`config.mk`:
```
export PLATFORM = sky130hd
export DESIGN_NAME = tls_client_hello_field_extractor
export DESIGN_NICKNAME = d
export VERILOG_FILES = /design/src/hdl/tchfe_pkg.sv /design/src/hdl/tchfe_ext_table.sv /design/src/hdl/tchfe_parser.sv /design/src/hdl/tls_client_hello_field_extractor.sv
export SDC_FILE = /design/constraint.sdc
export NUM_CORES = 1
export LEC_CHECK = 0
export BUFFER_PORTS_ARGS = -buffer_cell sky130_fd_sc_hd__buf_4
export CAP_MARGIN = 10
export CORE_MARGIN = 3
export CORE_UTILIZATION = 54
export CTS_BUF_LIST = sky130_fd_sc_hd__clkbuf_4 sky130_fd_sc_hd__clkbuf_8
export DETAILED_ROUTE_END_ITERATION = 6
export PLACE_DENSITY = 0.75
export SLEW_MARGIN = 25
export SYNTH_ARGS = -nofsm -noshare
export SYNTH_HDL_FRONTEND = slang
export SYNTH_SLANG_ARGS = --single-unit
```
`constraint.sdc`:
```
create_clock -name aclk -period 8.9 [get_ports aclk]
set_input_delay 0.89 -clock aclk [delete_from_list [all_inputs] [get_ports aclk]]
set_output_delay 0.89 -clock aclk [all_outputs]
set_load 0.05 [all_outputs]
```
`src/hdl/tchfe_pkg.sv`:
```
// ----------------------------------------------------------------------------
// tchfe_pkg
// Shared types and constants for the ClientHello field extractor.
// ----------------------------------------------------------------------------
package tchfe_pkg;

    localparam int EXT_TABLE_DEPTH_DEF = 16;
    localparam int POSITION_BITS_DEF   = 25;

    localparam logic [7:0] HS_TYPE_CLIENT_HELLO = 8'h01;
    localparam int         HDR_BYTES            = 9;
    localparam logic [15:0] REC_HDR_LEN         = 16'd5;
    localparam logic [15:0] RANDOM_LEN          = 16'd32;
    localparam logic [15:0] EXT_TYPE_SNI        = 16'd0;
    localparam logic [15:0] EXT_TYPE_ALPN       = 16'd16;

    typedef enum logic [4:0] {
        PH_REC, PH_HS, PH_VER, PH_RAND, PH_SIDLEN, PH_SID, PH_CLEN, PH_CIPH,
        PH_COMPLEN, PH_COMP, PH_EXTSLEN, PH_EXTHDR, PH_SNIPFX, PH_SNITYPE,
        PH_SNILEN, PH_HOST, PH_ALPNLEN, PH_ALPNELEN, PH_ALPN, PH_EXTDATA,
        PH_TAIL, PH_STOP
    } phase_t;

    typedef enum logic [3:0] {
        FC_RECHDR, FC_HSHDR, FC_VERSION, FC_RANDOM, FC_SESSID, FC_CIPHER,
        FC_COMPR, FC_EXTHDR, FC_SNITYPE, FC_HOST, FC_ALPN, FC_EXTDATA,
        FC_LENGTH, FC_IGNORED
    } field_t;

    typedef enum logic [2:0] {
        ST_OK, ST_HELLO, ST_CIPHER, ST_SNI, ST_ALPN, ST_DUP, ST_LENGTH, ST_FULL
    } status_t;

    // one phase transition: either enter ph with len bytes, or fail with err
    typedef struct packed {
        phase_t      ph;
        logic [15:0] len;
        status_t     err;
    } step_t;

    typedef struct packed {
        logic wr;
        logic clr;
    } tbl_cmd_t;

    typedef struct packed {
        logic hit;
        logic full;
    } tbl_stat_t;

    typedef struct packed {
        field_t  code;
        logic    start;
        logic    fin;
        logic    done;
        status_t status;
    } res_t;

    function automatic field_t tag_of(input phase_t ph);
        field_t t;
        case (ph)
            PH_REC:      t = FC_RECHDR;
            PH_HS:       t = FC_HSHDR;
            PH_VER:      t = FC_VERSION;
            PH_RAND:     t = FC_RANDOM;
            PH_SID:      t = FC_SESSID;
            PH_CIPH:     t = FC_CIPHER;
            PH_COMP:     t = FC_COMPR;
            PH_EXTHDR:   t = FC_EXTHDR;
            PH_SNITYPE:  t = FC_SNITYPE;
            PH_HOST:     t = FC_HOST;
            PH_ALPN:     t = FC_ALPN;
            PH_EXTDATA:  t = FC_EXTDATA;
            PH_SIDLEN, PH_CLEN, PH_COMPLEN, PH_EXTSLEN, PH_SNIPFX, PH_SNILEN,
            PH_ALPNLEN, PH_ALPNELEN: t = FC_LENGTH;
            default:     t = FC_IGNORED;
        endcase
        return t;
    endfunction

    function automatic step_t go(input phase_t ph, input logic [15:0] len);
        step_t s;
        s.ph  = ph;
        s.len = len;
        s.err = ST_OK;
        return s;
    endfunction

    function automatic step_t stop(input status_t e);
        step_t s;
        s.ph  = PH_STOP;
        s.len = 16'd0;
        s.err = e;
        return s;
    endfunction

endpackage

```
`src/hdl/tchfe_ext_table.sv`:
```
// ----------------------------------------------------------------------------
// tchfe_ext_table
// Seen extension types; the key is compared against all stored entries.
// ----------------------------------------------------------------------------
module tchfe_ext_table #(
    parameter int DEPTH = tchfe_pkg::EXT_TABLE_DEPTH_DEF
) (
    input  logic                 aclk,
    input  logic                 aresetn,
    input  logic [15:0]          key,
    input  tchfe_pkg::tbl_cmd_t  cmd,
    output tchfe_pkg::tbl_stat_t stat
);
    localparam int IDX_W = $clog2(DEPTH);
    localparam int CNT_W = $clog2(DEPTH + 1);

    logic [15:0]      tbl_reg [DEPTH];
    logic [CNT_W-1:0] count_reg;

    always_comb begin
        stat.hit = 1'b0;
        for (int i = 0; i < DEPTH; i++) begin
            if (CNT_W'(i) < count_reg && tbl_reg[i] == key) begin
                stat.hit = 1'b1;
            end
        end
        stat.full = (count_reg >= CNT_W'(DEPTH));
    end

    always_ff @(posedge aclk) begin
        if (!aresetn) begin
            count_reg <= '0;
        end else if (cmd.clr) begin
            count_reg <= '0;
        end else if (cmd.wr) begin
            count_reg <= count_reg + 1'b1;
        end
    end

    always_ff @(posedge aclk) begin
        if (cmd.wr && !cmd.clr) begin
            tbl_reg[count_reg[IDX_W-1:0]] <= key;
        end
    end

endmodule

```
`src/hdl/tchfe_parser.sv`:
```
// ----------------------------------------------------------------------------
// tchfe_parser
// Per-byte parse state and the tagging and status logic for one item.
// ----------------------------------------------------------------------------
module tchfe_parser #(
    parameter int EXT_TABLE_DEPTH = tchfe_pkg::EXT_TABLE_DEPTH_DEF,
    parameter int POSITION_BITS   = tchfe_pkg::POSITION_BITS_DEF
) (
    input  logic            aclk,
    input  logic            aresetn,
    input  logic            step_en,
    input  logic [7:0]      data_byte,
    input  logic            last_byte,
    output tchfe_pkg::res_t res
);
    localparam int PW = POSITION_BITS;
    localparam logic [PW-1:0] POS_MAX = {PW{1'b1}};

    logic [PW-1:0]        pos_reg, pos_next;
    tchfe_pkg::phase_t    phase_reg, phase_next;
    logic [15:0]          rem_reg, rem_next;
    logic [23:0]          acc_reg, acc_next;
    logic [23:0]          decl_reg, decl_next;
    logic [PW:0]          lend_reg, lend_next;
    logic [PW:0]          eend_reg, eend_next;
    logic [15:0]          pend_reg, pend_next;
    tchfe_pkg::status_t   err_reg, err_next;
    logic                 fresh_reg, fresh_next;

    logic [PW:0]          pos_ext;
    logic [23:0]          acc_sh;
    logic [15:0]          rem_dec;
    logic                 take, chain;
    tchfe_pkg::step_t     s1, s2;
    tchfe_pkg::tbl_cmd_t  cmd;
    tchfe_pkg::tbl_stat_t stat;
    tchfe_pkg::status_t   fin_status;

    function automatic tchfe_pkg::step_t bound_next(
        input logic [PW:0] p, input logic [PW:0] e,
        input tchfe_pkg::phase_t in_ph, input logic [15:0] in_len,
        input tchfe_pkg::phase_t out_ph, input logic [15:0] out_len,
        input tchfe_pkg::status_t code);
        tchfe_pkg::step_t s;
        if (p < e) begin
            s = tchfe_pkg::go(in_ph, in_len);
        end else if (p != e) begin
            s = tchfe_pkg::stop(code);
        end else begin
            s = tchfe_pkg::go(out_ph, out_len);
        end
        return s;
    endfunction

    tchfe_ext_table #(.DEPTH(EXT_TABLE_DEPTH)) u_tbl (
        .aclk    (aclk),
        .aresetn (aresetn),
        .key     (pend_next),
        .cmd     (cmd),
        .stat    (stat)
    );

    always_comb begin
        pos_next   = (pos_reg != POS_MAX) ? pos_reg + 1'b1 : pos_reg;
        pos_ext    = {1'b0, pos_next};
        acc_sh     = {acc_reg[15:0], data_byte};
        rem_dec    = (rem_reg != 16'd0) ? rem_reg - 16'd1 : 16'd0;
        phase_next = phase_reg;
        rem_next   = rem_reg;
        acc_next   = acc_reg;
        decl_next  = decl_reg;
        lend_next  = lend_reg;
        eend_next  = eend_reg;
        pend_next  = pend_reg;
        err_next   = err_reg;
        fresh_next = fresh_reg;
        take       = 1'b0;
        chain      = 1'b0;
        s1         = tchfe_pkg::stop(tchfe_pkg::ST_OK);
        s2         = tchfe_pkg::stop(tchfe_pkg::ST_OK);
        cmd.wr     = 1'b0;
        res.code   = tchfe_pkg::FC_IGNORED;
        res.start  = 1'b0;
        res.fin    = 1'b0;

        if (phase_reg == tchfe_pkg::PH_TAIL) begin
            s1   = tchfe_pkg::stop(tchfe_pkg::ST_LENGTH);
            take = 1'b1;
        end else if (phase_reg != tchfe_pkg::PH_STOP) begin
            res.code   = tchfe_pkg::tag_of(phase_reg);
            res.start  = fresh_reg;
            fresh_next = 1'b0;
            if (phase_reg == tchfe_pkg::PH_HS && rem_reg == 16'd4 &&
                data_byte != tchfe_pkg::HS_TYPE_CLIENT_HELLO) begin
                s1   = tchfe_pkg::stop(tchfe_pkg::ST_HELLO);
                take = 1'b1;
            end else begin
                acc_next = acc_sh;
                rem_next = rem_dec;
                if (phase_reg == tchfe_pkg::PH_EXTHDR && rem_dec == 16'd2) begin
                    pend_next = acc_sh[15:0];
                end
                if (rem_dec == 16'd0) begin
                    res.fin = 1'b1;
                    take    = 1'b1;
                    case (phase_reg)
                        tchfe_pkg::PH_REC:    s1 = tchfe_pkg::go(tchfe_pkg::PH_HS, 16'd4);
                        tchfe_pkg::PH_HS: begin
                            decl_next = acc_sh;
                            s1 = tchfe_pkg::go(tchfe_pkg::PH_VER, 16'd2);
                        end
                        tchfe_pkg::PH_VER:
                            s1 = tchfe_pkg::go(tchfe_pkg::PH_RAND, tchfe_pkg::RANDOM_LEN);
                        tchfe_pkg::PH_RAND:   s1 = tchfe_pkg::go(tchfe_pkg::PH_SIDLEN, 16'd1);
                        tchfe_pkg::PH_SIDLEN:
                            s1 = tchfe_pkg::go(tchfe_pkg::PH_SID, {8'd0, acc_sh[7:0]});
                        tchfe_pkg::PH_SID:    s1 = tchfe_pkg::go(tchfe_pkg::PH_CLEN, 16'd2);
                        tchfe_pkg::PH_CLEN: begin
                            lend_next = pos_ext + (PW+1)'(acc_sh[15:0]);
                            s1 = bound_next(pos_ext, lend_next, tchfe_pkg::PH_CIPH, 16'd2,
                                tchfe_pkg::PH_COMPLEN, 16'd1, tchfe_pkg::ST_CIPHER);
                        end
                        tchfe_pkg::PH_CIPH:
                            s1 = bound_next(pos_ext, lend_reg, tchfe_pkg::PH_CIPH, 16'd2,
                                tchfe_pkg::PH_COMPLEN, 16'd1, tchfe_pkg::ST_CIPHER);
                        tchfe_pkg::PH_COMPLEN:
                            s1 = tchfe_pkg::go(tchfe_pkg::PH_COMP, {8'd0, acc_sh[7:0]});
                        tchfe_pkg::PH_COMP:   s1 = tchfe_pkg::go(tchfe_pkg::PH_EXTSLEN, 16'd2);
                        tchfe_pkg::PH_EXTSLEN: begin
                            if (acc_sh[15:0] != 16'd0) begin
                                s1 = tchfe_pkg::go(tchfe_pkg::PH_EXTHDR, 16'd4);
                            end else begin
                                // empty extension list: no new field opens
                                take       = 1'b0;
                                phase_next = tchfe_pkg::PH_TAIL;
                            end
                        end
                        tchfe_pkg::PH_EXTHDR: begin
                            if (pend_next == tchfe_pkg::EXT_TYPE_SNI) begin
                                eend_next = pos_ext + (PW+1)'(acc_sh[15:0]);
                                s1 = bound_next(pos_ext, eend_next, tchfe_pkg::PH_SNIPFX,
                                    16'd2, tchfe_pkg::PH_EXTHDR, 16'd4, tchfe_pkg::ST_SNI);
                            end else if (pend_next == tchfe_pkg::EXT_TYPE_ALPN) begin
                                s1 = tchfe_pkg::go(tchfe_pkg::PH_ALPNLEN, 16'd2);
                            end else if (stat.hit) begin
                                s1 = tchfe_pkg::stop(tchfe_pkg::ST_DUP);
                            end else if (stat.full) begin
                                s1 = tchfe_pkg::stop(tchfe_pkg::ST_FULL);
                            end else begin
                                cmd.wr = 1'b1;
                                s1 = tchfe_pkg::go(tchfe_pkg::PH_EXTDATA, acc_sh[15:0]);
                            end
                        end
                        tchfe_pkg::PH_SNIPFX:  s1 = tchfe_pkg::go(tchfe_pkg::PH_SNITYPE, 16'd1);
                        tchfe_pkg::PH_SNITYPE: s1 = tchfe_pkg::go(tchfe_pkg::PH_SNILEN, 16'd2);
                        tchfe_pkg::PH_SNILEN:
                            s1 = tchfe_pkg::go(tchfe_pkg::PH_HOST, acc_sh[15:0]);
                        tchfe_pkg::PH_HOST:
                            s1 = bound_next(pos_ext, eend_reg, tchfe_pkg::PH_SNIPFX, 16'd2,
                                tchfe_pkg::PH_EXTHDR, 16'd4, tchfe_pkg::ST_SNI);
                        tchfe_pkg::PH_ALPNLEN: begin
                            lend_next = pos_ext + (PW+1)'(acc_sh[15:0]);
                            s1 = bound_next(pos_ext, lend_next, tchfe_pkg::PH_ALPNELEN,
                                16'd1, tchfe_pkg::PH_EXTHDR, 16'd4, tchfe_pkg::ST_ALPN);
                        end
                        tchfe_pkg::PH_ALPNELEN:
                            s1 = tchfe_pkg::go(tchfe_pkg::PH_ALPN, {8'd0, acc_sh[7:0]});
                        tchfe_pkg::PH_ALPN:
                            s1 = bound_next(pos_ext, lend_reg, tchfe_pkg::PH_ALPNELEN, 16'd1,
                                tchfe_pkg::PH_EXTHDR, 16'd4, tchfe_pkg::ST_ALPN);
                        tchfe_pkg::PH_EXTDATA: s1 = tchfe_pkg::go(tchfe_pkg::PH_EXTHDR, 16'd4);
                        default:               s1 = tchfe_pkg::stop(tchfe_pkg::ST_OK);
                    endcase
                end
            end
        end

        // a zero-length body closes at once and opens the field after it
        if (take && s1.err == tchfe_pkg::ST_OK && s1.ph != tchfe_pkg::PH_STOP &&
            s1.len == 16'd0) begin
            chain = 1'b1;
            case (s1.ph)
                tchfe_pkg::PH_SID:     s2 = tchfe_pkg::go(tchfe_pkg::PH_CLEN, 16'd2);
                tchfe_pkg::PH_COMP:    s2 = tchfe_pkg::go(tchfe_pkg::PH_EXTSLEN, 16'd2);
                tchfe_pkg::PH_EXTDATA: s2 = tchfe_pkg::go(tchfe_pkg::PH_EXTHDR, 16'd4);
                tchfe_pkg::PH_HOST:
                    s2 = bound_next(pos_ext, eend_next, tchfe_pkg::PH_SNIPFX, 16'd2,
                        tchfe_pkg::PH_EXTHDR, 16'd4, tchfe_pkg::ST_SNI);
                tchfe_pkg::PH_ALPN:
                    s2 = bound_next(pos_ext, lend_next, tchfe_pkg::PH_ALPNELEN, 16'd1,
                        tchfe_pkg::PH_EXTHDR, 16'd4, tchfe_pkg::ST_ALPN);
                default: chain = 1'b0;
            endcase
        end
        if (chain) begin
            s1 = s2;
        end

        if (take) begin
            if (s1.err != tchfe_pkg::ST_OK || s1.ph == tchfe_pkg::PH_STOP) begin
                if (err_reg == tchfe_pkg::ST_OK) begin
                    err_next = s1.err;
                end
                phase_next = tchfe_pkg::PH_STOP;
            end else begin
                phase_next = s1.ph;
                rem_next   = s1.len;
                acc_next   = 24'd0;
                fresh_next = 1'b1;
            end
        end

        // final status, in priority order
        if (pos_next < PW'(tchfe_pkg::HDR_BYTES) || err_next == tchfe_pkg::ST_HELLO) begin
            fin_status = tchfe_pkg::ST_HELLO;
        end else if (pos_next == POS_MAX ||
                     32'(decl_next) != 32'(pos_next) - 32'(tchfe_pkg::HDR_BYTES)) begin
            fin_status = tchfe_pkg::ST_HELLO;
        end else if (err_next != tchfe_pkg::ST_OK) begin
            fin_status = err_next;
        end else if (phase_next == tchfe_pkg::PH_TAIL ||
                     (phase_next == tchfe_pkg::PH_EXTHDR && fresh_next)) begin
            fin_status = tchfe_pkg::ST_OK;
        end else begin
            fin_status = tchfe_pkg::ST_LENGTH;
        end

        res.done   = last_byte;
        res.status = last_byte ? fin_status : tchfe_pkg::ST_OK;
        cmd.clr    = step_en && last_byte;
        if (!step_en) begin
            cmd.wr = 1'b0;
        end
    end

    always_ff @(posedge aclk) begin
        if (!aresetn || (step_en && last_byte)) begin
            pos_reg   <= '0;
            phase_reg <= tchfe_pkg::PH_REC;
            rem_reg   <= tchfe_pkg::REC_HDR_LEN;
            acc_reg   <= '0;
            decl_reg  <= '0;
            lend_reg  <= '0;
            eend_reg  <= '0;
            pend_reg  <= '0;
            err_reg   <= tchfe_pkg::ST_OK;
            fresh_reg <= 1'b1;
        end else if (step_en) begin
            pos_reg   <= pos_next;
            phase_reg <= phase_next;
            rem_reg   <= rem_next;
            acc_reg   <= acc_next;
            decl_reg  <= decl_next;
            lend_reg  <= lend_next;
            eend_reg  <= eend_next;
            pend_reg  <= pend_next;
            err_reg   <= err_next;
            fresh_reg <= fresh_next;
        end
    end

    a_stop_has_error: assert property (@(posedge aclk) disable iff (!aresetn)
        phase_reg == tchfe_pkg::PH_STOP |-> err_reg != tchfe_pkg::ST_OK)
        else $error("parser stopped without an error code");

    a_last_resets: assert property (@(posedge aclk) disable iff (!aresetn)
        step_en && last_byte |=> pos_reg == '0 && phase_reg == tchfe_pkg::PH_REC)
        else $error("parse state not cleared after the last byte");

    a_wr_only_new: assert property (@(posedge aclk) disable iff (!aresetn)
        cmd.wr |-> !stat.hit && !stat.full)
        else $error("extension type stored while duplicate or table full");

endmodule

```
`src/hdl/tls_client_hello_field_extractor.sv`:
```
// ----------------------------------------------------------------------------
// tls_client_hello_field_extractor
// Tags each byte of a ClientHello record and checks it on the last byte.
// ----------------------------------------------------------------------------
// Takes one record byte per cycle and gives one tagged item per byte in the
// next cycle, through an output register; a new byte is taken every cycle
// while the output is free or being taken. Each byte's tag, element marks and
// next parse state come from one pass of the parse logic, with the seen
// extension types compared against all stored table entries in parallel.
// The status is reported with the byte marked last, after which the parser
// is ready for a new record with no gap.
module tls_client_hello_field_extractor #(
    parameter int EXT_TABLE_DEPTH = tchfe_pkg::EXT_TABLE_DEPTH_DEF,
    parameter int POSITION_BITS   = tchfe_pkg::POSITION_BITS_DEF
) (
    input  logic        aclk,
    input  logic        aresetn,
    input  logic        s_tvalid,
    output logic        s_tready,
    input  logic [7:0]  s_tdata,   // data_byte
    input  logic        s_tlast,   // last_byte
    output logic        m_tvalid,
    input  logic        m_tready,
    output logic [15:0] m_tdata,   // byte_value, element_start, element_end, status, pad
    output logic [3:0]  m_tuser,   // field_code
    output logic        m_tlast    // done_res
);
    logic            accept;
    tchfe_pkg::res_t res;
    logic            m_tvalid_reg;
    logic [15:0]     m_tdata_reg;
    logic [3:0]      m_tuser_reg;
    logic            m_tlast_reg;

    assign s_tready = !m_tvalid_reg || m_tready;
    assign accept   = s_tvalid && s_tready;

    tchfe_parser #(
        .EXT_TABLE_DEPTH (EXT_TABLE_DEPTH),
        .POSITION_BITS   (POSITION_BITS)
    ) u_parser (
        .aclk      (aclk),
        .aresetn   (aresetn),
        .step_en   (accept),
        .data_byte (s_tdata),
        .last_byte (s_tlast),
        .res       (res)
    );

    always_ff @(posedge aclk) begin
        if (!aresetn) begin
            m_tvalid_reg <= 1'b0;
        end else if (accept) begin
            m_tvalid_reg <= 1'b1;
        end else if (m_tready) begin
            m_tvalid_reg <= 1'b0;
        end
    end

    always_ff @(posedge aclk) begin
        if (accept) begin
            m_tdata_reg <= {3'd0, res.status, res.fin, res.start, s_tdata};
            m_tuser_reg <= res.code;
            m_tlast_reg <= res.done;
        end
    end

    assign m_tvalid = m_tvalid_reg;
    assign m_tdata  = m_tdata_reg;
    assign m_tuser  = m_tuser_reg;
    assign m_tlast  = m_tlast_reg;

    a_status_on_last: assert property (@(posedge aclk) disable iff (!aresetn)
        m_tvalid_reg && !m_tlast_reg |-> m_tdata_reg[12:10] == tchfe_pkg::ST_OK)
        else $error("status given on a byte that is not the last");

    a_ignored_unmarked: assert property (@(posedge aclk) disable iff (!aresetn)
        m_tvalid_reg && m_tuser_reg == tchfe_pkg::FC_IGNORED |->
        !m_tdata_reg[8] && !m_tdata_reg[9])
        else $error("ignored byte carries element marks");

    a_accept_shows: assert property (@(posedge aclk) disable iff (!aresetn)
        accept |=> m_tvalid_reg)
        else $error("accepted item not presented");

endmodule
```
* Word level (Yosys, flattened, before mapping)
Memory sizes are Yosys's and may differ from the RTL's. A register that Yosys moved wholly into a read port is not among the register bits.
Cells that the tools add are included.
** Word-level totals
- Register bits :: 186
- Bits in writable memories :: 256
- ROM bits :: 128
- Input bits :: 13
- Output and inout port bits :: 23
- Logic and storage cells :: 284
- Memories kept :: 2
** Operators by class
- $add $sub $neg :: 5
- $lt $le $gt $ge :: 23
- Eq/ne operators :: 59
- Multiplexer cells :: 122
- Bitwise gates (word level) :: 3
- Reduce and logical (&&, ||, !) cells :: 52
** Memory list
- u_parser.u_tbl.tbl_reg :: depth 16, bits a word 16, rd ports 16, clocked after Yosys merged registers in 0, write ports 1, line tchfe_ext_table.sv:17 : logic [15:0] tbl_reg [DEPTH];
- (no name shown) :: depth 32, bits a word 4, rd ports 1, clocked after Yosys merged registers in 1, write ports 0, line tchfe_pkg.sv:61 : case (ph)
** Operator list (number)
- 2-to-1 mux 24 bit :: 36
- case mux 24 bit (20 select lines) :: 1
- 2-to-1 mux 26 bit :: 11
- == test 16 bit :: 16
- 2-to-1 mux 16 bit :: 13
- less-than comparator 25 x 26 -> 1 bit :: 5
- != test 25 x 26 -> 1 bit :: 5
- case mux 24 bit (5 select lines) :: 1
- == test 5 x 4 -> 1 bit, second input constant :: 11
- zero test 16 bit :: 3
- == test 5 bit, second input constant :: 9
- 2-to-1 mux 1 bit :: 45
- less-than comparator 4 x 5 -> 1 bit, first input constant :: 8
- 2-to-1 mux 5 bit :: 8
- != test 24 x 32 -> 1 bit :: 1
- nonzero test 16 bit :: 2
- adder 25 x 16 -> 26 bit :: 1
- logical AND 1 bit :: 26
- subtractor 25 x 4 -> 26 bit, second input constant :: 1
- adder 25 x 1 -> 25 bit, second input constant :: 1
- == test 25 bit, second input constant :: 1
- == test 5 x 3 -> 1 bit, second input constant :: 5
- less-than comparator 25 x 4 -> 1 bit, second input constant :: 1
- 2-to-1 mux 25 bit :: 1
- 27 further kinds :: 52

* Longest topological paths before layout
Gate-level depths: netlist (run 1).
- Depth after elaboration :: 54
- Depth in mapped cells :: 46

* Modules after synthesis
Synthesis (run 1) repeated with hierarchy kept, for this count alone.
** Second synthesis, totals
- Cell total of the unflattened synthesis :: 2695
- Area, all modules :: 26799.5 µm²
** Modules (own cells, without submodules)
- tchfe_parser :: times used 1, cells an instance 1957, area an instance 14725.4 µm², sequential area each 3243.1 µm²
- tchfe_ext_table :: times used 1, cells an instance 711, area an instance 11449.7 µm², sequential area each 7787.5 µm²
- tls_client_hello_field_extractor :: times used 1, cells an instance 27, area an instance 624.3 µm², sequential area each 560.5 µm²

* Worst setup path before layout (run 1)
Ideal clock, no wire load.
- Path type :: register to register
- Start point :: register u_parser.pos_reg[0]
- End point :: register m_tdata_reg[11], in the netlist m_tdata[11] (data pin)
- Setup time :: 0.271 ns
- Data arrival time :: 8.050 ns
- Required time :: 8.629 ns
- Setup slack :: 0.579 ns
- Stages on the path, launching flop included :: 39
- Cells stage by stage :: dfxtp_1 ha_1 nand3_1 nor3_1 clkbuf_1 a21oi_1 xnor2_1 ha_1 o21ai_0 a21oi_1 o21ai_0 a21boi_0 o21ai_0 a21oi_1 o21ai_0 a21oi_1 o21ai_0 a21oi_1 (+3 left out) nand2b_1 nand2_1 nor2_1 ha_1 xor2_1 a311o_1 a2111o_1 a41oi_1 a21o_1 buf_2 o21ai_0 nor3_1 nand2_2 a2111oi_4 a21boi_2 o21a_1 a2111oi_0 o41ai_1
** Between the ends
- Longest elaborated chain between the ends :: 27
** Ends and longest elaborated chain
- start, declared :: line tchfe_parser.sv:19 : logic [PW-1:0] pos_reg, pos_next;
- start signal, assigned :: line tchfe_parser.sv:249 : pos_reg <= pos_next;
- adder 25 x 1 -> 25 bit or != test 25 bit (tied branches) :: line tchfe_parser.sv:64 : pos_next = (pos_reg != POS_MAX) ? pos_reg + 1'b1 : pos_reg;
- 2-to-1 mux 25 bit * :: line tchfe_parser.sv:64
- via u_parser.pos_next[3] :: line tchfe_parser.sv:19
- branches (longest 25 deep; another with adder 25 x 16 -> 26 bit)
- end signal, assigned :: line tls_client_hello_field_extractor.sv:62 : m_tdata_reg <= {3'd0, res.status, res.fin, res.start, s_tdata};
- end, declared :: line tls_client_hello_field_extractor.sv:31 : logic [15:0] m_tdata_reg;
Mark *: on every way through the listed nets, which the timed path passes.
A chain may end at the register's enable or synchronous reset.

* Final worst setup path (run 1)
Same ends and word-level chain as after synthesis.

==> key figures, run 1 <==
Status
  – Outcome: finished clean

Floorplanning
  – Starting Density: 0.548
  – Die X: between 200 and 250 um
  – Die Area: roughly 59,000 um2
  – Row count: 86
  – I/O pins: 36
  – Die Y: ~240 um
  – Core area: around 55,000 um2

Synthesis
  – Distinct cells, synth: 105
  – Most frequent cell after synthesis: edfxtp_1
  – Commonest cells in the netlist: 274 x edfxtp_1, 267 x xnor2_1, 266 x nor2_1
  – Number of synthesized flops with an enable pin: around 270
  – Area leader, netlist: edfxtp_1
  – Asr flop ratio synth: 0
  – Warnings from Yosys: 0
  – Cell count after synthesis: 3,317
  – Top_reg_cell synth: edfxtp_1
  – Seq cells post-synth: 438
  – Syn avg cell area: around 9 um2
  – Post-synth top area share: 0.272
  – Top cells by area, synth: edfxtp_1 27%, dfxtp_1 11%, xnor2_1 7.7%
  – Area of the mapped netlist: between 30,000 and 40,000 um2
  – Seq/Total Area, Yosys: 0.380

Timing
  – Period utilization: 0.941
  – Final hold viol count: 0
  – Worst Skew: between 0.05 and 0.06 ns
  – Worst-Margin Slew: about 1.2 ns
  – Final setup violating endpoints: 0
  – Relative max-transition margin: 0.188
  – Worst setup margin: between 0.5 and 0.6 ns
  – Hold slack final: 0.448 ns
  – Min cycle time layout: ~8.4 ns
  – Maximum clock rate: 119 MHz
  – Final Slew Violations: 0

Critical path
  – Worst path max stage delay: about 0.42 ns
  – Reg2Reg Launch Point: u_parser.pos_reg[0]
  – Critical path endpoint category: flip-flop
  – CP required: a little over 9 ns
  – Worst Reg-to-Reg Cells: 41
  – Crit start category: flip-flop
  – Highest-delay cell along the critical path: or3_1
  – Worst EP arrival: ~8.8 ns
  – CP Max Fanout: 5
  – CP dominant cell by count: o21ai_0
  – Setup CP Type: flip-flop to flip-flop
  – Reg2reg setup slack: 0.53 ns
  – Crit Reg-Reg Endpoint: m_tdata[11]

Placed design
  – RD Place Congestion: ~1.0
  – HPWL Detailed: about 83 mm
  – Pre-CTS setup slack: -0.0201 ns
  – Placed Cells: around 4,000
  – IO buf count: 32

Power and ir drop
  – Static Leak: roughly 12 nW
  – Pwr Density: approximately 150 nW/um2
  – Maximum vdd drop: 0.164 mV

Clocking
  – CTS Buffer Depth: 3
  – Skew-Pair Late Insertion Delay: 0.72 ns
  – CTS tree: done
  – CTS Sinks: ~440
  – Post-CTS Hold Buffers: 0
  – Clock slew at reported path FFs: around 0.060 ns
  – CTS H-tree depth: 3
  – CTS buffer count: 76
  – CTS root buf: clkbuf_8

Global routing
  – First-pass GRT wire length: 176 mm
  – Vias in the first global route: 28,100
  – GRT Overall Usage: 0.394
  – Largest net degree at the start of global routing: between 80 and 90
  – Grt total ovfl: 0
  – Initial antenna violation count: 4

Route
  – Pre-Repair DR Iteration Count: 6
  – Final ANT Viol Nets: 0
  – 1st-iter DRT viols: roughly 3,600
  – Mean routed wirelength per cell: 28.2 um
  – Routed WL: ~120 mm
  – Post-route DRC: 0
  – Via count: 28,900
  – Via density: around 6.8

Finish
  – Area growth from synthesis to layout: 11.9%
  – Nets: 3,584
  – Max reg flops: between 200 and 300
  – Proportion of layout cells with a drive suffix above 1: 0.125
  – Finished Layout Cells: about 4,200
  – Filler cells: between 4,000 and 5,000
  – Core Util, Final: 0.613

Min path
  – Hold Crit Endpoint: u_parser.decl_reg[14]
  – Hold Crit Depth: 2
  – HP Start: u_parser.decl_reg[14]
  – Hold Crit Class: flip-flop to flip-flop

Flow run
  – MaxCap Viol Count: 0
==> repair_timing <==
action	in CTS	in global routing
pin swaps	0	10
setup endpoints to repair	2	37
setup buffers	0	6
gates resized for setup	2	39
==> logic make-up (layout without fill, tap and decap cells) <==
family / count (synthesis) / count (layout) / synth area share
flip-flops: 438 / 438 / 0.380
AND/OR/NAND/NOR: 1084 / 1084 / 0.186
multiplexers: 77 / 77 / 0.0258
AO/OA/AOI/OAI: 790 / 790 / 0.178
XOR/XNOR: 430 / 430 / 0.125
adder cells (fa/ha/maj): 148 / 148 / 0.0612
other: 1 / 5 / 0.000124
buffers and inverters: 349 / 515 / 0.0448
==> critical path, delay by kind of cell (launching register included) <==
| family | cells | cell delay [ns] |
|---|---|---|
| compound gates | 22 | 3.86 |
| xor+xnor | 1 | 0.18 |
| fa+ha+maj | 4 | 1.05 |
| buf+inv | 4 | 0.47 |
| flops | 1 | 0.34 |
| mux | 1 | 0.22 |
| simple gates | 9 | 1.95 |
==> worst max-delay path by stage <==
stage,startpoint,to,cells after the start,slack [ns]
6_report,u_parser.pos_reg[0],m_tdata[11],41,0.53
3_3_place_gp,u_parser.pos_reg[8],m_tdata[11],42,0.10
3_5_place_dp,u_parser.pos_reg[8],m_tdata[12],42,-0.02
2_1_floorplan,u_parser.pos_reg[0],m_tdata[11],38,0.58
4_1_cts,u_parser.pos_reg[8],m_tdata[11],38,0.07
5_1_grt,u_parser.pos_reg[17],m_tdata[11],38,-0.04
==> metrics by stage <==
stage / total power [mW] / setup TNS, ns / area (um2)
2_1_floorplan: 2.70 / 0 / 30300
3_3_place_gp: 2.98 / 0 / 32100
3_5_place_dp: 2.99 / -0.0377 / 32100
4_1_cts: 4.92 / 0 / 33700
5_1_grt: 5.09 / -0.200 / 33900
6_report: 4.95 / 0 / 33900
==> metal layers <==
layer / wire (um) / part of all wire / vias up / global-route usage
li1: - / - / 12500 / -
met1: 43100 / 0.36 / 13800 / 0.473
met2: 54000 / 0.45 / 1982 / 0.636
met3: 13000 / 0.11 / 599 / 0.0872
met4: 9480 / 0.079 / 0 / 0.266
met5: 0 / 0 / - / 0
==> where the power goes <==
part	switching [mW]	total [mW]	internal (mW)
clock	0.898	1.96	1.06
sequential	0.0314	2.22	2.19
combinational	0.534	0.766	0.233
total	1.46	4.95	3.48
==> layout by cell type, fill, tap and decap left out, types with 23 or more instances in the layout <==
| master | count |
|---|---|
| nor2_1 | 264 |
| o21ai_0 | 118 |
| and2_1 | 24 |
| a21oi_1 | 208 |
| nor3_1 | 47 |
| dfxtp_1 | 159 |
| nor4_1 | 80 |
| xnor2_1 | 266 |
| clkbuf_4 | 28 |
| a22o_1 | 26 |
| edfxtp_1 | 274 |
| nor2b_1 | 46 |
| xor2_1 | 160 |
| and3_1 | 37 |
| a211oi_1 | 81 |
| clkbuf_8 | 89 |
| nand4_1 | 106 |
| o22ai_1 | 38 |
| a21o_1 | 37 |
| ha_1 | 145 |
| a31oi_1 | 23 |
| nand2b_1 | 32 |
| nand2_1 | 221 |
| mux2i_1 | 69 |
| buf_4 | 198 |
| or3_1 | 31 |
| inv_1 | 165 |
| nand3_1 | 88 |
==> final cells by class <==
class,instances,area [um2],area share
antenna,2,5.00,0.000148
clock buffer,117,1440,0.0423
clock inverter,21,161,0.00476
inverter,176,666,0.0196
multi-input combinational,2532,17600,0.520
sequential,438,11500,0.340
tap,748,936,0.0276
timing repair buffer,201,1550,0.0456
No activity file was read; power rests on OpenSTA's default activity.
==> inputs of run 2 (changes only) <==
--- a/config.mk
+++ b/config.mk
@@ -5,8 +5,9 @@
 export SDC_FILE = /design/constraint.sdc
 export NUM_CORES = 1
 export LEC_CHECK = 0
+export ABC_AREA = 1
 export BUFFER_PORTS_ARGS = -buffer_cell sky130_fd_sc_hd__buf_4
-export CAP_MARGIN = 10
+export CAP_MARGIN = 20
 export CORE_MARGIN = 3
 export CORE_UTILIZATION = 54
 export CTS_BUF_LIST = sky130_fd_sc_hd__clkbuf_4 sky130_fd_sc_hd__clkbuf_8
@@ -15,4 +16,5 @@
 export SLEW_MARGIN = 25
 export SYNTH_ARGS = -nofsm -noshare
 export SYNTH_HDL_FRONTEND = slang
+export SYNTH_HIERARCHICAL = 1
 export SYNTH_SLANG_ARGS = --single-unit
==> key figures, run 2 <==
Min path
  – Hold Crit Endpoint: m_tlast
  – Hold Crit Depth: 1 (-1)
  – Hold Crit Class: primary input to flip-flop
  – HP Start: s_tlast

Critical path
  – CP dominant cell by count: nand2_1
  – Crit start category: flip-flop
  – Crit Reg-Reg Endpoint: u_parser/rem_reg[0]
  – Worst EP arrival: 8.31 ns (-0.46 ns)
  – CP Max Fanout: 19 (+14)
  – Highest-delay cell along the critical path: dfxtp_1
  – Worst path max stage delay: 0.41 ns (about the same)
  – Critical path endpoint category: flip-flop
  – Worst Reg-to-Reg Cells: 49 (+20%)
  – Setup CP Type: flip-flop to flip-flop
  – Reg2Reg Launch Point: u_parser/pos_reg[0]
  – CP required: 9.43 ns (+0.13 ns)
  – CP Buf/Inv Count: 6 (+2)
  – CP delay by family, top: simple AND/OR/NAND/NOR gates
  – Reg2reg setup slack: 1.12 ns (+0.59 ns)

Synthesis
  – Seq/Total Area, Yosys: 0.398 (+0.0176)
  – Post-synth top area share: 0.282 (+0.0107)
  – Distinct cells, synth: 63 (-40%)
  – Number of synthesized flops with an enable pin: 274 (unchanged)
  – Commonest cells in the netlist: 974 x nand2_1, 522 x inv_1, 410 x nor2_1
  – Cell count after synthesis: 3,865 (+17%)
  – Area of the mapped netlist: 29,100 um2 (-3.8%)
  – Asr flop ratio synth: 0 (unchanged)
  – Area leader, netlist: edfxtp_1
  – Syn avg cell area: 7.54 um2 (-17%)
  – Warnings from Yosys: 6 (+6)
  – Top cells by area, synth: edfxtp_1 28%, nand2_1 13%, dfxtp_1 12%
  – Top_reg_cell synth: edfxtp_1
  – Most frequent cell after synthesis: nand2_1
  – Seq cells post-synth: 442 (+0.91%)

Timing
  – Period utilization: 0.874 (-0.0665)
  – RSZ-0062 raised after global routing: no
  – Final Slew Violations: 0 (unchanged)
  – Worst Skew: 0.0423 ns (-0.0163 ns)
  – Final hold viol count: 0 (unchanged)
  – Maximum clock rate: 129 MHz (+7.6%)
  – Relative max-transition margin: 0.321 (+0.132)
  – TNS Setup: 0 ns (unchanged)
  – Hold slack final: 0.468 ns (+0.0208 ns)
  – Min cycle time layout: 7.78 ns (-0.592 ns)
  – Worst-Margin Slew: 1.01 ns (-0.205 ns)
  – Final setup violating endpoints: 0 (unchanged)

Finish
  – Commonest cells after routing, fill and taps aside: 972 x nand2_1, 520 x inv_1, 409 x nor2_1
  – Register area: 11,600 um2 (+0.64%)
  – Nets: 4,070 (+14%)
  – Most common cell after layout, fill and taps aside: nand2_1
  – Filler cells: 4,828 (+0.40%)
  – Area growth from synthesis to layout: 8.76%
  – Multi-input logic area: 14,900 um2 (-16%)
  – Proportion of layout cells with a drive suffix above 1: 0.0942 (-0.0312)
  – # diodes: 0 (-2)
  – Max reg flops: 256 (unchanged)

Floorplanning
  – Die Y: 238 um (-1.9%)
  – Row count: 84 (-2.3%)
  – Die Area: 56,800 um2 (-3.7%)
  – Core area: 53,000 um2 (-4.2%)
  – Die X: 238 um (-1.9%)
  – Starting Density: 0.550 (+0.00259)
  – I/O pins: 36 (unchanged)

Clocking
  – CTS root buf: clkbuf_8
  – Cts repair resizes: 0 (-2)
  – Post-CTS Hold Buffers: 0 (unchanged)
  – CTS H-tree depth: 3 (unchanged)
  – CTS Buffer Depth: 3 (unchanged)
  – Skew-Pair Late Insertion Delay: 0.69 ns (-0.03 ns)
  – CTS buffer count: 78 (+2.6%)
  – CTS Sinks: 442 (+0.91%)
  – CTS tree: done
  – Post-CTS setup buffer count: 0 (unchanged)
  – Clock slew at reported path FFs: 0.06 ns (about the same)

Global routing
  – Vias in the first global route: 24,300 (-14%)
  – First-pass GRT wire length: 132 mm (-25%)
  – Largest net degree at the start of global routing: 208 (+140%)
  – GRT Overall Usage: 0.293 (-0.101)
  – Grt total ovfl: 0 (unchanged)
  – Initial antenna violation count: 1 (-3)

Route
  – Via count: 25,700 (-11%)
  – Post-route DRC: 0 (unchanged)
  – Pre-Repair DR Iteration Count: 6 (unchanged)
  – Routed WL: 84.0 mm (-30%)
  – Mean routed wirelength per cell: 18.0 um (-36%)
  – 1st-iter DRT viols: 2,550 (-29%)
  – Via density: 5.53 (-19%)
  – Final ANT Viol Nets: 0 (unchanged)

Placed design
  – RD Place Congestion: 0.980 (-6.5%)
  – IO buf count: 32 (unchanged)
  – HPWL Detailed: 58.7 mm (-30%)

Power and ir drop
  – Final Power: 6.16 mW (+25%)
  – Static Leak: 14.7 nW (+18%)
  – Pwr Density: 194 nW/um2 (+33%)
  – Maximum vdd drop: 0.171 mV (+3.9%)

Flow run
  – MaxCap Viol Count: 0 (unchanged)

Status
  – Outcome: finished clean
-- run 2: cell count changes after synthesis, moves of 59 or more --
cell and delta:
a211oi_1 -70, xnor2_1 -213, o21ai_0 +159, inv_1 +355, nand2_1 +750, nor2_1 +144
mux2i_1 -67, clkbuf_1 -59
-- run 2: stage by stage --
stage / cells / instance area (um2) / utilization / setup slack [ns]
after floorplan: 3867 / 29100 / - / 2.01
after global placement: 4518 / 30000 / 0.567 / 1.25
after detailed placement: 4518 / 30000 / 0.567 / 1.19
after CTS: 4658 / 31700 / 0.598 / 1.17
after global routing: 4658 / 31700 / 0.598 / 0.327
final: 4658 / 31700 / 0.598 / 1.12
-- run 2: cell families (layout without fill, tap and decap cells) --
group	count (synthesis)	after routing	share of synthesized area
other	1	3	0.000129
AOI/OAI and AO/OA	626	626	0.121
muxes	4	4	0.00137
and+or+nand+nor	1781	1781	0.262
xor gates and xnor gates	196	196	0.0589
DFF	442	442	0.398
adders and majority gates	147	147	0.0634
buffers and inverters	668	771	0.0954
-- run 2: area by class of cell --
class                      count  area share
multi-input combinational   2757       0.469
sequential                   442       0.366
inverter                     541      0.0642
clock buffer                 103      0.0412
tap                          688      0.0272
timing repair buffer          90      0.0217
clock inverter                37      0.0111
-- run 2: power by group --
group / internal (mW) / total [mW] / switching, mW
combinational: 0.546 / 1.84 / 1.29
sequential: 2.25 / 2.31 / 0.0564
clock: 1.11 / 2.02 / 0.902
total: 3.91 / 6.16 / 2.25
-- run 2: worst max-delay path by stage --
stage,from,to,cells past startpoint
floorplan,u_parser/pos_reg[0],m_tdata[12],53
global placement,u_parser/pos_reg[0],u_parser/rem_reg[0],49
detailed placement,u_parser/pos_reg[0],u_parser/rem_reg[0],49
CTS,u_parser/pos_reg[0],u_parser/rem_reg[0],49
global route,u_parser/pos_reg[0],u_parser/rem_reg[0],49
finish,u_parser/pos_reg[0],u_parser/rem_reg[0],49
-- run 2: per-layer routing --
metal,vias up,GRT usage,routed length [um]
li1,12700,-,-
met5,-,0,0
met1,11700,0.380,34900
met3,247,0.0409,6140
met2,1082,0.489,39200
met4,0,0.137,3720
